===== config.mk =====
export PLATFORM = sky130hd
export DESIGN_NAME = weighted_random_selector_core_flat
export DESIGN_NICKNAME = d
export VERILOG_FILES = /design/src/rtl/wrs_pkg.sv /design/src/rtl/wrs_req_if.sv /design/src/rtl/wrs_rsp_if.sv /design/src/rtl/weighted_random_selector_core.sv /design/src/rtl/wrs_table.sv /design/src/rtl/wrs_addsub.sv /design/src/flat_wrapper.sv
export SDC_FILE = /design/constraint.sdc
export NUM_CORES = 1
export LEC_CHECK = 0
export BUFFER_PORTS_ARGS = -buffer_cell sky130_fd_sc_hd__buf_2
export CAP_MARGIN = 0
export CORE_MARGIN = 2
export CORE_UTILIZATION = 45
export CTS_CLUSTER_DIAMETER = 200
export DETAILED_ROUTE_END_ITERATION = 8
export SLEW_MARGIN = 20
export SYNTH_ARGS = -nofsm -noshare
export SYNTH_HDL_FRONTEND = slang
export SYNTH_SLANG_ARGS = --single-unit

===== constraint.sdc =====
create_clock -name clock -period 5.4 [get_ports clock]
set_input_delay 1.08 -clock clock [delete_from_list [all_inputs] [get_ports clock]]
set_output_delay 1.08 -clock clock [all_outputs]
set_load 0.05 [all_outputs]

===== src/rtl/wrs_pkg.sv =====
`default_nettype none

package wrs_pkg;

   localparam int TABLE_DEPTH_DEF = 10;
   localparam int WEIGHT_BITS_DEF = 16;

   localparam int FUNC_W   = 1;
   localparam int INDEX_W  = 4;
   localparam int ID_W     = 8;
   localparam int WEIGHT_W = 16;
   localparam int RND_W    = 31;
   localparam int STAT_W   = 2;
   localparam int COUNT_W  = 4;

   localparam int CSR_ADDR_W = 3;
   localparam int CSR_DATA_W = 32;

   localparam logic [COUNT_W-1:0] ENTRY_COUNT_RESET = 4'd0;
   localparam logic [ID_W-1:0]    FALLBACK_ID_RESET = 8'd41;

   typedef enum logic [FUNC_W-1:0] {
      FUNC_LOAD   = 1'b0,
      FUNC_SAMPLE = 1'b1
   } func_type;

   typedef enum logic [STAT_W-1:0] {
      STAT_SAMPLED  = 2'd0,
      STAT_LOADED   = 2'd1,
      STAT_EMPTY    = 2'd2,
      STAT_REJECTED = 2'd3
   } status_type;

   typedef enum logic {
      REG_ENTRY_COUNT = 1'b0,
      REG_FALLBACK_ID = 1'b1
   } reg_index_type;

   typedef enum logic {
      OP_ADD = 1'b0,
      OP_SUB = 1'b1
   } unit_op_type;

   typedef enum logic [2:0] {
      ST_IDLE,
      ST_SUM,
      ST_MOD,
      ST_SCAN,
      ST_OUT
   } state_type;

endpackage

`default_nettype wire


===== src/rtl/wrs_req_if.sv =====
`default_nettype none

interface wrs_req_if;
   import wrs_pkg::*;

   logic                valid;
   logic                ready;
   logic [FUNC_W-1:0]   func;
   logic [INDEX_W-1:0]  entry_index;
   logic [ID_W-1:0]     entry_id;
   logic [WEIGHT_W-1:0] entry_weight;
   logic [RND_W-1:0]    random_value;

   modport source (
      output valid, func, entry_index, entry_id, entry_weight, random_value,
      input  ready
   );

   modport sink (
      input  valid, func, entry_index, entry_id, entry_weight, random_value,
      output ready
   );
endinterface

`default_nettype wire


===== src/rtl/wrs_rsp_if.sv =====
`default_nettype none

interface wrs_rsp_if;
   import wrs_pkg::*;

   logic              valid;
   logic              ready;
   logic [ID_W-1:0]   chosen_id;
   logic [STAT_W-1:0] status;

   modport source (
      output valid, chosen_id, status,
      input  ready
   );

   modport sink (
      input  valid, chosen_id, status,
      output ready
   );
endinterface

`default_nettype wire


===== src/rtl/weighted_random_selector_core.sv =====
`default_nettype none
// load word: the result goes through the output stage, the next word is taken once it sits in the output register
// sample word for n active entries (n or weight total 0 gives fallback_id with status empty):
//   weight sum over the table read port, 31 restoring modulo steps, then the scan
// one word in flight; a new word is taken once the result sits in the output register
// reset (synchronous, active high): idle, no result pending, entry_count 0, fallback_id 41
// table contents are not cleared by reset
module weighted_random_selector_core #(
   parameter int TABLE_DEPTH = wrs_pkg::TABLE_DEPTH_DEF,
   parameter int WEIGHT_BITS = wrs_pkg::WEIGHT_BITS_DEF
) (
   input  wire logic                            clock,
   input  wire logic                            reset,
   wrs_req_if.sink                              req_chan,
   wrs_rsp_if.source                            rsp_chan,
   input  wire logic                            psel,
   input  wire logic                            penable,
   input  wire logic                            pwrite,
   input  wire logic [wrs_pkg::CSR_ADDR_W-1:0]  paddr,
   input  wire logic [wrs_pkg::CSR_DATA_W-1:0]  pwdata,
   output logic      [wrs_pkg::CSR_DATA_W-1:0]  prdata,
   output logic                                 pready
);
   import wrs_pkg::*;

   localparam int IDX_W  = (TABLE_DEPTH > 1) ? $clog2(TABLE_DEPTH) : 1;
   localparam int CNT_W  = $clog2(TABLE_DEPTH + 1);
   localparam int SUM_W  = WEIGHT_BITS + CNT_W;
   localparam int UNIT_W = SUM_W + 1;
   localparam int MCNT_W = $clog2(RND_W);

   // csr
   logic [COUNT_W-1:0] entry_count_ff;
   logic [ID_W-1:0]    fallback_ff;
   logic               csr_wr;
   reg_index_type      csr_reg;

   assign pready = 1'b1;
   assign csr_wr = psel && penable && pwrite;
   assign csr_reg = reg_index_type'(paddr[2]);

   always_ff @(posedge clock) begin
      if (reset) begin
         entry_count_ff <= ENTRY_COUNT_RESET;
         fallback_ff    <= FALLBACK_ID_RESET;
      end else if (csr_wr) begin
         case (csr_reg)
            REG_ENTRY_COUNT: entry_count_ff <= pwdata[COUNT_W-1:0];
            REG_FALLBACK_ID: fallback_ff    <= pwdata[ID_W-1:0];
            default: ;
         endcase
      end
   end

   always_comb begin
      case (csr_reg)
         REG_ENTRY_COUNT: prdata = CSR_DATA_W'(entry_count_ff);
         REG_FALLBACK_ID: prdata = CSR_DATA_W'(fallback_ff);
         default:         prdata = '0;
      endcase
   end

   // sequencer state
   state_type          state_ff, state_in;
   logic [CNT_W-1:0]   cnt_ff, cnt_in;
   logic [CNT_W-1:0]   n_ff, n_in;
   logic               pend_ff, pend_in;
   logic [SUM_W-1:0]   total_ff, total_in;
   logic [SUM_W-1:0]   rem_ff, rem_in;
   logic [RND_W-1:0]   rnd_ff, rnd_in;
   logic [MCNT_W-1:0]  mcnt_ff, mcnt_in;
   logic [ID_W-1:0]    res_id_ff, res_id_in;
   status_type         res_stat_ff, res_stat_in;
   logic               rsp_valid_ff, rsp_valid_in;
   logic [ID_W-1:0]    rsp_id_ff, rsp_id_in;
   status_type         rsp_stat_ff, rsp_stat_in;

   // table and shared unit
   logic                   tbl_we;
   logic [IDX_W-1:0]       tbl_waddr;
   logic [WEIGHT_BITS-1:0] tbl_wweight;
   logic [ID_W-1:0]        tbl_rid;
   logic [WEIGHT_BITS-1:0] tbl_rweight;
   logic [47:0]            weight_wide;
   logic [UNIT_W-1:0]      unit_a, unit_b, unit_res, w_ext;
   logic                   unit_borrow;
   unit_op_type            unit_op;
   logic                   load_ok;

   assign weight_wide = {32'd0, req_chan.entry_weight};
   assign tbl_wweight = weight_wide[WEIGHT_BITS-1:0];
   assign tbl_waddr   = IDX_W'(req_chan.entry_index);
   assign load_ok     = (32'(req_chan.entry_index) < TABLE_DEPTH) && (tbl_wweight != '0);
   assign w_ext       = UNIT_W'(tbl_rweight);

   wrs_table #(
      .DEPTH       (TABLE_DEPTH),
      .WEIGHT_BITS (WEIGHT_BITS),
      .IDX_W       (IDX_W)
   ) u_table (
      .clock     (clock),
      .wr_en     (tbl_we),
      .wr_addr   (tbl_waddr),
      .wr_id     (req_chan.entry_id),
      .wr_weight (tbl_wweight),
      .rd_addr   (cnt_ff[IDX_W-1:0]),
      .rd_id     (tbl_rid),
      .rd_weight (tbl_rweight)
   );

   wrs_addsub #(
      .WIDTH (UNIT_W)
   ) u_addsub (
      .a      (unit_a),
      .b      (unit_b),
      .op     (unit_op),
      .result (unit_res),
      .borrow (unit_borrow)
   );

   always_ff @(posedge clock) begin
      if (reset) begin
         state_ff     <= ST_IDLE;
         rsp_valid_ff <= 1'b0;
      end else begin
         state_ff     <= state_in;
         rsp_valid_ff <= rsp_valid_in;
      end
   end

   always_ff @(posedge clock) begin
      cnt_ff      <= cnt_in;
      n_ff        <= n_in;
      pend_ff     <= pend_in;
      total_ff    <= total_in;
      rem_ff      <= rem_in;
      rnd_ff      <= rnd_in;
      mcnt_ff     <= mcnt_in;
      res_id_ff   <= res_id_in;
      res_stat_ff <= res_stat_in;
      rsp_id_ff   <= rsp_id_in;
      rsp_stat_ff <= rsp_stat_in;
   end

   always_comb begin
      state_in     = state_ff;
      cnt_in       = cnt_ff;
      n_in         = n_ff;
      pend_in      = pend_ff;
      total_in     = total_ff;
      rem_in       = rem_ff;
      rnd_in       = rnd_ff;
      mcnt_in      = mcnt_ff;
      res_id_in    = res_id_ff;
      res_stat_in  = res_stat_ff;
      rsp_valid_in = rsp_valid_ff && !rsp_chan.ready;
      rsp_id_in    = rsp_id_ff;
      rsp_stat_in  = rsp_stat_ff;
      unit_a       = '0;
      unit_b       = '0;
      unit_op      = OP_ADD;
      tbl_we       = 1'b0;
      req_chan.ready = 1'b0;

      case (state_ff)
         ST_IDLE: begin
            req_chan.ready = 1'b1;
            if (req_chan.valid) begin
               if (func_type'(req_chan.func) == FUNC_LOAD) begin
                  tbl_we      = load_ok;
                  res_id_in   = '0;
                  res_stat_in = load_ok ? STAT_LOADED : STAT_REJECTED;
                  state_in    = ST_OUT;
               end else begin
                  n_in     = (32'(entry_count_ff) > TABLE_DEPTH) ?
                             CNT_W'(TABLE_DEPTH) : CNT_W'(entry_count_ff);
                  cnt_in   = '0;
                  pend_in  = 1'b0;
                  total_in = '0;
                  rnd_in   = req_chan.random_value;
                  state_in = ST_SUM;
               end
            end
         end
         ST_SUM: begin
            unit_a  = {1'b0, total_ff};
            unit_b  = w_ext;
            unit_op = OP_ADD;
            if (pend_ff) begin
               total_in = unit_res[SUM_W-1:0];
            end
            if (cnt_ff < n_ff) begin
               cnt_in  = cnt_ff + CNT_W'(1);
               pend_in = 1'b1;
            end else begin
               pend_in = 1'b0;
            end
            if (cnt_ff == n_ff && !pend_ff) begin
               if (n_ff == '0 || total_ff == '0) begin
                  res_id_in   = fallback_ff;
                  res_stat_in = STAT_EMPTY;
                  state_in    = ST_OUT;
               end else begin
                  rem_in   = '0;
                  mcnt_in  = MCNT_W'(RND_W - 1);
                  state_in = ST_MOD;
               end
            end
         end
         ST_MOD: begin
            // one restoring step: shift in the next random bit, subtract the total
            unit_a  = {rem_ff, rnd_ff[RND_W-1]};
            unit_b  = {1'b0, total_ff};
            unit_op = OP_SUB;
            rem_in  = unit_borrow ? unit_a[SUM_W-1:0] : unit_res[SUM_W-1:0];
            rnd_in  = rnd_ff << 1;
            mcnt_in = mcnt_ff - MCNT_W'(1);
            if (mcnt_ff == '0) begin
               cnt_in   = '0;
               pend_in  = 1'b0;
               state_in = ST_SCAN;
            end
         end
         ST_SCAN: begin
            // remainder below the entry weight selects that entry
            unit_a  = {1'b0, rem_ff};
            unit_b  = w_ext;
            unit_op = OP_SUB;
            if (cnt_ff < n_ff) begin
               cnt_in  = cnt_ff + CNT_W'(1);
               pend_in = 1'b1;
            end else begin
               pend_in = 1'b0;
            end
            if (pend_ff) begin
               if (unit_borrow) begin
                  res_id_in   = tbl_rid;
                  res_stat_in = STAT_SAMPLED;
                  state_in    = ST_OUT;
               end else begin
                  rem_in = unit_res[SUM_W-1:0];
               end
            end else if (cnt_ff == n_ff) begin
               res_id_in   = fallback_ff;
               res_stat_in = STAT_EMPTY;
               state_in    = ST_OUT;
            end
         end
         ST_OUT: begin
            if (!rsp_valid_ff || rsp_chan.ready) begin
               rsp_valid_in = 1'b1;
               rsp_id_in    = res_id_ff;
               rsp_stat_in  = res_stat_ff;
               state_in     = ST_IDLE;
            end
         end
         default: begin
            state_in = ST_IDLE;
         end
      endcase
   end

   assign rsp_chan.valid     = rsp_valid_ff;
   assign rsp_chan.chosen_id = rsp_id_ff;
   assign rsp_chan.status    = rsp_stat_ff;

`ifndef SYNTHESIS
   a_load_to_out: assert property (@(posedge clock) disable iff (reset)
      (req_chan.valid && req_chan.ready && req_chan.func == FUNC_LOAD) |=> state_ff == ST_OUT)
      else $error("load word did not go straight to the output stage");

   a_rem_below_total: assert property (@(posedge clock) disable iff (reset)
      (state_ff == ST_MOD || state_ff == ST_SCAN) |-> rem_ff < total_ff)
      else $error("remainder not below weight total");

   a_cnt_bound: assert property (@(posedge clock) disable iff (reset)
      (state_ff == ST_SUM || state_ff == ST_SCAN) |-> cnt_ff <= n_ff)
      else $error("entry counter beyond active count");

   a_busy_after_accept: assert property (@(posedge clock) disable iff (reset)
      (req_chan.valid && req_chan.ready) |=> !req_chan.ready)
      else $error("second word taken while one is in flight");
`endif

endmodule

`default_nettype wire


===== src/rtl/wrs_table.sv =====
`default_nettype none

module wrs_table #(
   parameter int DEPTH       = wrs_pkg::TABLE_DEPTH_DEF,
   parameter int WEIGHT_BITS = wrs_pkg::WEIGHT_BITS_DEF,
   parameter int IDX_W       = (DEPTH > 1) ? $clog2(DEPTH) : 1
) (
   input  wire logic                    clock,
   input  wire logic                    wr_en,
   input  wire logic [IDX_W-1:0]        wr_addr,
   input  wire logic [wrs_pkg::ID_W-1:0] wr_id,
   input  wire logic [WEIGHT_BITS-1:0]  wr_weight,
   input  wire logic [IDX_W-1:0]        rd_addr,
   output logic      [wrs_pkg::ID_W-1:0] rd_id,
   output logic      [WEIGHT_BITS-1:0]  rd_weight
);
   import wrs_pkg::*;

   logic [ID_W-1:0]        id_mem     [DEPTH];
   logic [WEIGHT_BITS-1:0] weight_mem [DEPTH];

   always_ff @(posedge clock) begin
      if (wr_en) begin
         id_mem[wr_addr]     <= wr_id;
         weight_mem[wr_addr] <= wr_weight;
      end
   end

   always_ff @(posedge clock) begin
      rd_id     <= id_mem[rd_addr];
      rd_weight <= weight_mem[rd_addr];
   end

endmodule

`default_nettype wire


===== src/rtl/wrs_addsub.sv =====
`default_nettype none

module wrs_addsub #(
   parameter int WIDTH = 32
) (
   input  wire logic [WIDTH-1:0]          a,
   input  wire logic [WIDTH-1:0]          b,
   input  wire wrs_pkg::unit_op_type      op,
   output logic      [WIDTH-1:0]          result,
   output logic                           borrow
);
   import wrs_pkg::*;

   logic             sub;
   logic [WIDTH-1:0] b_eff;
   logic             carry;

   assign sub   = (op == OP_SUB);
   assign b_eff = sub ? ~b : b;
   assign {carry, result} = {1'b0, a} + {1'b0, b_eff} + {{WIDTH{1'b0}}, sub};
   // a below b when subtracting
   assign borrow = sub & ~carry;

endmodule

`default_nettype wire

===== src/flat_wrapper.sv =====
// flat-port wrapper written by rule: the top's interface ports become plain ports
module weighted_random_selector_core_flat import wrs_pkg::*;
#(
   parameter int TABLE_DEPTH = wrs_pkg::TABLE_DEPTH_DEF,
   parameter int WEIGHT_BITS = wrs_pkg::WEIGHT_BITS_DEF
)
  (clock, reset, psel, penable, pwrite, paddr, pwdata, prdata, pready, req_chan_valid, req_chan_func, req_chan_entry_index, req_chan_entry_id, req_chan_entry_weight, req_chan_random_value, req_chan_ready, rsp_chan_valid, rsp_chan_chosen_id, rsp_chan_status, rsp_chan_ready);
  wrs_req_if req_chan_i ();
  wrs_rsp_if rsp_chan_i ();
  input  wire logic clock;
  input  wire logic reset;
  input  wire logic psel;
  input  wire logic penable;
  input  wire logic pwrite;
  input  wire logic [wrs_pkg::CSR_ADDR_W-1:0] paddr;
  input  wire logic [wrs_pkg::CSR_DATA_W-1:0] pwdata;
  output logic      [wrs_pkg::CSR_DATA_W-1:0] prdata;
  output logic pready;
  input wire logic [$bits(req_chan_i.valid)-1:0] req_chan_valid;
  input wire logic [$bits(req_chan_i.func)-1:0] req_chan_func;
  input wire logic [$bits(req_chan_i.entry_index)-1:0] req_chan_entry_index;
  input wire logic [$bits(req_chan_i.entry_id)-1:0] req_chan_entry_id;
  input wire logic [$bits(req_chan_i.entry_weight)-1:0] req_chan_entry_weight;
  input wire logic [$bits(req_chan_i.random_value)-1:0] req_chan_random_value;
  output wire logic [$bits(req_chan_i.ready)-1:0] req_chan_ready;
  output wire logic [$bits(rsp_chan_i.valid)-1:0] rsp_chan_valid;
  output wire logic [$bits(rsp_chan_i.chosen_id)-1:0] rsp_chan_chosen_id;
  output wire logic [$bits(rsp_chan_i.status)-1:0] rsp_chan_status;
  input wire logic [$bits(rsp_chan_i.ready)-1:0] rsp_chan_ready;
  assign req_chan_i.valid = req_chan_valid;
  assign req_chan_i.func = req_chan_func;
  assign req_chan_i.entry_index = req_chan_entry_index;
  assign req_chan_i.entry_id = req_chan_entry_id;
  assign req_chan_i.entry_weight = req_chan_entry_weight;
  assign req_chan_i.random_value = req_chan_random_value;
  assign req_chan_ready = req_chan_i.ready;
  assign rsp_chan_valid = rsp_chan_i.valid;
  assign rsp_chan_chosen_id = rsp_chan_i.chosen_id;
  assign rsp_chan_status = rsp_chan_i.status;
  assign rsp_chan_i.ready = rsp_chan_ready;
  weighted_random_selector_core #(.TABLE_DEPTH(TABLE_DEPTH), .WEIGHT_BITS(WEIGHT_BITS)) u_core (.clock(clock), .reset(reset), .req_chan(req_chan_i), .rsp_chan(rsp_chan_i), .psel(psel), .penable(penable), .pwrite(pwrite), .paddr(paddr), .pwdata(pwdata), .prdata(prdata), .pready(pready));
endmodule

**Word level (Yosys, flattened, before mapping)**

Memory sizes are Yosys's and may differ from the RTL's. A register that Yosys moved wholly into a read port is not among the register bits.
Cells that the tools add are included.

- Register bits: 121
- Latch bits: 0
- RAM bits: 240
- Bits in read-only memories: 0
- Input bits: 102
- Output and inout bits: 45
- Logic and storage cells: 148
- Memories: 2

Memory list:

| memory | words | bits a word | rd ports | clocked after Yosys merged registers in | write ports | RTL line | text |
|---|---|---|---|---|---|---|---|
| u_core.u_table.weight_mem | 10 | 16 | 1 | 1 | 1 | wrs_table.sv:20 | `logic [WEIGHT_BITS-1:0] weight_mem [DEPTH];` |
| u_core.u_table.id_mem | 10 | 8 | 1 | 1 | 1 | wrs_table.sv:19 | `logic [ID_W-1:0] id_mem [DEPTH];` |

- Add/subtract/negate cells: 4
- Multiply operators: 0
- Div/mod/pow operators: 0
- $lt $le $gt $ge: 3
- Eq/ne operators: 19
- Shifts and indexed selects: 0
- Muxes and demuxes: 66
- Bitwise operators: 4
- Reduce and logical (&&, ||, !) cells: 35

Operators by type and width:

| cell | count |
|---|---|
| 2-to-1 mux 20 bit | 8 |
| one-hot mux 20 bit (2 select lines) | 2 |
| one-hot mux 32 bit (2 select lines) | 1 |
| one-hot mux 21 bit (3 select lines) | 1 |
| 2-to-1 mux 31 bit | 2 |
| one-hot mux 31 bit (2 select lines) | 1 |
| one-hot mux 20 bit (3 select lines) | 1 |
| 2-to-1 mux 8 bit | 7 |
| 2-to-1 mux 3 bit | 9 |
| one-hot mux 8 bit (3 select lines) | 1 |
| adder 21 x 21 -> 22 bit | 1 |
| adder 22 x 1 -> 22 bit | 1 |
| 2-to-1 mux 21 bit | 1 |
| inverter 21 bit | 1 |
| zero test 20 bit | 1 |
| 2-to-1 mux 2 bit | 8 |
| 2-to-1 mux 4 bit | 4 |
| nonzero test 16 bit | 1 |
| one-hot mux 3 bit (5 select lines) | 1 |
| != test 2 x 1 -> 1 bit, second input constant | 7 |
| 2-to-1 mux 1 bit | 13 |
| one-hot mux 4 bit (3 select lines) | 1 |
| 2-to-1 mux 5 bit | 2 |
| != test 2 bit, second input constant | 5 |
| other kinds (31) | 51 |

**Depth between registers and ports, before layout**

- Word-level depth: 12
- Mapped depth: 16
- Depth with buffers taken out: 14

**Modules after synthesis**

A second synthesis with hierarchy kept.

- Cell total of the unflattened synthesis: 1310
- Area total of the unflattened synthesis: 17421.7 µm²

Modules (own cells, without submodules):

| module | instances | cells each | area an instance (µm²) | sequential area each (µm²) |
|---|---|---|---|---|
| wrs_table | 1 | 528 | 9863.2 | 7687.4 |
| weighted_random_selector_core | 1 | 584 | 6112.1 | 3473.3 |
| wrs_addsub | 1 | 198 | 1446.4 | 0.0 |

**Worst setup path after synthesis**

OpenSTA, ideal clock, no wires.

- Kind: reg2reg
- From: register u_core.state_ff[0]
- To: memory u_core.u_table.id_mem[2][0], enable pin
- Setup time: 0.466 ns
- Arrival time: 4.680 ns
- Required time: 4.934 ns
- Setup slack: 0.254 ns
- Cell stages (with the launch flop): 6
- Buffers on the path: 1
- Clock period less this slack: 5.146 ns
- Cells stage by stage: dfxtp_1 -> clkbuf_1 -> nor3_1 -> nand4b_1 -> or2_2 -> nor4_1

- Word-level cells in the longest chain between the ends: 4

RTL lines:

| what | RTL line | text |
|---|---|---|
| from (decl) | weighted_random_selector_core.sv:64 | `state_type state_ff, state_in;` |
| from (signal assigned) | weighted_random_selector_core.sv:126 | `state_ff <= state_in;` |
| zero test 3 bit | weighted_random_selector_core.sv:165 | `case (state_ff)` |
| 2-to-1 mux 1 bit | weighted_random_selector_core.sv:165 |  |
| 2-to-1 mux 1 bit | wrs_table.sv:23 | `if (wr_en) begin` |
| 2-to-1 mux 1 bit (not written as such) | wrs_table.sv:24 | `id_mem[wr_addr] <= wr_id;` |
| to (decl) | wrs_table.sv:19 |  |

No other way between the ends.

**Final worst setup path**

- From: register u_core.state_ff[1]
- To: register u_core.res_id_ff[6], enable pin

- Word-level cells in the longest chain between the ends: 11
- Elaborated cells on any way between the ends: 23
- Classes of those cells: 2 x add/sub; 9 x eq/ne; 4 x mux; 3 x bitwise; 5 x reduce/logical

RTL lines:

| what | RTL line | text |
|---|---|---|
| equality test 3 x 1 -> 1 bit / equality test 3 x 2 -> 1 bit (equally long branches) | weighted_random_selector_core.sv:165 |  |
| OR reduction 2 bit (no line) | -- |  |
| one-hot mux 20 bit (2 select lines) | weighted_random_selector_core.sv:165 |  |
| inverter 21 bit | wrs_addsub.sv:19 | `assign b_eff = sub ? ~b : b;` |
| 2-to-1 mux 21 bit | wrs_addsub.sv:19 |  |
| adder 21 x 21 -> 22 bit | wrs_addsub.sv:20 | `assign {carry, result} = {1'b0, a} + {1'b0, b_eff} + {{WIDTH{1'b0}}, sub};` |
| adder 22 x 1 -> 22 bit | wrs_addsub.sv:20 |  |
| inverter 1 bit | wrs_addsub.sv:22 | `assign borrow = sub & ~carry;` |
| AND 1 bit | wrs_addsub.sv:22 |  |
| != test 3 bit (no line) | -- |  |
| AND reduction 7 bit (no line) * | -- |  |
| to (signal assigned) | weighted_random_selector_core.sv:139 | `res_id_ff <= res_id_in;` |
| to (decl) | weighted_random_selector_core.sv:72 | `logic [ID_W-1:0] res_id_ff, res_id_in;` |

Mark *: on every way between the ends. The rest lies on a longest branch, timed or not.
A chain may end at the register's enable or synchronous reset.

==> impl_metrics.json <==
{
  "max_cap_viol_count": 0,
  "cts_tree": "done",
  "drc_errors": 0,
  "use_met3_pct": 2.916,
  "num_rows": 71,
  "slew_violations": 0,
  "fp.dieH_um": 198.4,
  "synth_fa_ha_area_share_pct": 2.031,
  "drt_wl_total_um": 35510,
  "ys_seq_area_share_pct": 65.64,
  "via_per_inst": 5.379,
  "crit_family": "compound AO/OA/AOI/OAI gates",
  "synth_most_common_cell": "edfxtp_1",
  "path_max_fanout": 30,
  "grt_util_met1_pct": 25.28,
  "syn_area_um2": 17000,
  "synth-compound-area-share_pct": 8.418,
  "timing.final.ws_setup_ps": 1256,
  "power.leakage_uw": 0.006895,
  "drtIter0Drc": 639,
  "slowest_stage": "a221oi_2",
  "ant_nets": 0,
  "fillCellCount": 3167,
  "ys_warn_count": 0,
  "period_minus_slack_ps": 4144,
  "path_clk_slew_ps": 60,
  "arrival_ps": 4310,
  "clockBufferDepth": 3,
  "hold_buffers": 0,
  "synth.distinct_cells": 62,
  "n_antenna_cell": 0,
  "grt.busiest_layer": "met2",
  "cp.required_ps": 5570,
  "grt_first_pass_wirelength_um": 55380,
  "synth.top_cell.area_share_pct": 60.93,
  "drt-pass1-iter-count": 5,
  "slew_headroom_pct": 31.91,
  "synth_common_cells": "edfxtp_1 (345), a21oi_1 (94), nand2_1 (77)",
  "drive_gt1_share_pct": 22.98,
  "critPathLaunchType": "flop",
  "ir_drop_uv": 304.8,
  "grt_pass1_vias": 9685,
  "min_path_type": "flop to flop",
  "synthSimpleGateAreaFrac_pct": 7.270,
  "status": "complete, no violations",
  "ioPinCount": 147,
  "htree_num_levels": 2,
  "synth_xor_area_share_pct": 2.060,
  "rsz0062_at_grt": "no",
  "finalHoldViolCount": 0,
  "async_reset_ff_share_pct": 0,
  "p_total_uw": 10960,
  "fp.coreArea_um2": 37400,
  "powerDensity_nw_per_um2": 561.2,
  "syn_avg_cell_area_um2": 14.61,
  "num_vias": 9746,
  "yosys_most_used_dff": "edfxtp_1",
  "layout.nets": 1396,
  "synthCells": 1164,
  "clock-sinks": 385,
  "clock_skew_ps": 27.55,
  "post-place-ws_ps": 1289,
  "max_freq_mhz": 241.3,
  "synthTopCellsByArea": "edfxtp_1 (61%), mux4_2 (6.4%), dfxtp_1 (4.7%), mux2i_1 (2.8%), a21oi_1 (2.8%)",
  "grt_max_degree": 76,
  "grt_overflow": 0,
  "dieArea_um2": 39360,
  "track_usage_pct": 18.39,
  "place_congestion": 0.8080,
  "synthMuxAreaShare_pct": 11.43,
  "synth_top_area_cell": "edfxtp_1",
  "end_kind": "flop",
  "clk_latency_ps": 560,
  "antenna_found_initial": 0,
  "r2r_slack_ps": 1260,
  "use_met2_pct": 30.55,
  "synth_edf_count": 345,
  "path_class": "flop to flop",
  "cts_inserted_buffers": 42,
  "portBuffers": 95,
  "start_util_pct": 45.47,
  "setup_violations": 0,
  "wl_per_cell_um": 19.60,
  "period_share_pct": 76.74,
  "die_w_um": 198.4,
  "synth_top_family_by_area": "multiplexers",
  "post_cts_buffers": 0,
  "critPathMaxStageDelay_ps": 780,
  "yosys_register_bits": 385,
  "dp_hpwl_um": 22210,
  "crit_buf_inv": 1,
  "cp_cell_sequence": "buf_4 > xor2_1 > a21oi_1 > nor2_1 > ha_1 > a21o_1 > a21o_1 > a21oi_1 > a21oi_2 > a211o_1 > a221oi_2",
  "worstMarginPinSlew_ps": 1019,
  "fin_setup_tns_ps": 0,
  "cts-root-buf": "clkbuf_16",
  "area_growth_pct": 14.87,
  "post_cts_resized": 0
}
-- registers in the layout, summed over array words and instances, names as in the netlist, 4 cells and up --
register                   flops
u_core.cnt_ff                  4
u_core.entry_count_ff          4
u_core.fallback_ff             8
u_core.mcnt_ff                 5
u_core.n_ff                    4
u_core.rem_ff                 20
u_core.res_id_ff               8
u_core.rnd_ff                 31
u_core.rsp_chan.chosen_id      8
u_core.total_ff               20
u_core.u_table.id_mem         80
u_core.u_table.rd_id           8
u_core.u_table.rd_weight      16
u_core.u_table.weight_mem    160
-- per-layer routing --
layer  vias to the layer above  share of wire [%]
met5                         -                  0
met4                         0                1.9
met3                        53                5.4
met2                       243                 48
met1                      4821                 44
li1                       4629                  -
-- per-stage QoR --
stage	std cells	hold slack (ps)	utilization, %	instance area, um^2
finish	1812	415.1	52.23	19530
global route	1812	419.8	52.23	19530
CTS	1812	416.2	52.23	19530
detailed placement	1734	404.5	48.23	18040
global placement	1734	402.8	48.23	18040
floorplan	1187	400.3	-	17090
-- cells by family (layout without fill, tap and decap cells) --
| kind of cell | Yosys count | after routing |
|---|---|---|
| multiplexers | 130 | 130 |
| other | 2 | 25 |
| AO/OA/AOI/OAI | 217 | 217 |
| buffers and inverters | 106 | 220 |
| flip-flops | 385 | 385 |
| adder cells (fa/ha/maj) | 27 | 27 |
| XOR/XNOR | 40 | 40 |
| AND/OR/NAND/NOR | 257 | 257 |
-- layout by cell type (no fill, tap or decap), drive strengths merged, types with 34 or more instances in the layout --
cell type	count
a21oi	95
edfxtp	345
mux2	34
mux2i	48
buf	125
dfxtp	40
a211oi	49
nand2	77
nor2	75
clkbuf	52
mux4	48
-- worst paths after layout --
path / startpoint / endpoint / depth (start not counted)
setup / recovery: u_core.state_ff[1]$_SDFFE_PP0P_ / u_core.res_id_ff[6]$_DFFE_PP_ / 11
hold / removal: u_core.res_id_ff[4]$_DFFE_PP_ / u_core.rsp_chan.chosen_id[4]$_DFFE_PP_ / 0
setup reg to reg: u_core.state_ff[1]$_SDFFE_PP0P_ / u_core.res_id_ff[6]$_DFFE_PP_ / 11
hold reg to reg: u_core.res_id_ff[4]$_DFFE_PP_ / u_core.rsp_chan.chosen_id[4]$_DFFE_PP_ / 0
-- where the power goes --
part	internal [uW]	switching [uW]	total, uW
clock	1850	1190	3040
combinational	1510	2410	3920
sequential	3800	203	4000
total	7160	3800	11000
-- worst register-to-register path, delay by kind of cell (launching register included) --
kind	cells	cell delay [ps]
flip-flops	1	480
AO/OA/AOI/OAI	7	2140
adder cells (fa/ha/maj)	1	290
AND/OR/NAND/NOR	1	130
buffers and inverters	1	440
XOR/XNOR	1	290
-- layout make-up --
cell class | count | area, um^2 | share of cell area (%)
clock buffer | 52 | 1140 | 5.836
clock inverter | 26 | 356.6 | 1.826
inverter | 17 | 63.81 | 0.3267
multi-input combinational | 696 | 5456 | 27.94
sequential | 385 | 11160 | 57.15
tap | 511 | 639.4 | 3.273
timing repair buffer | 125 | 713.2 | 3.651
No activity file was read; power rests on OpenSTA's default activity.
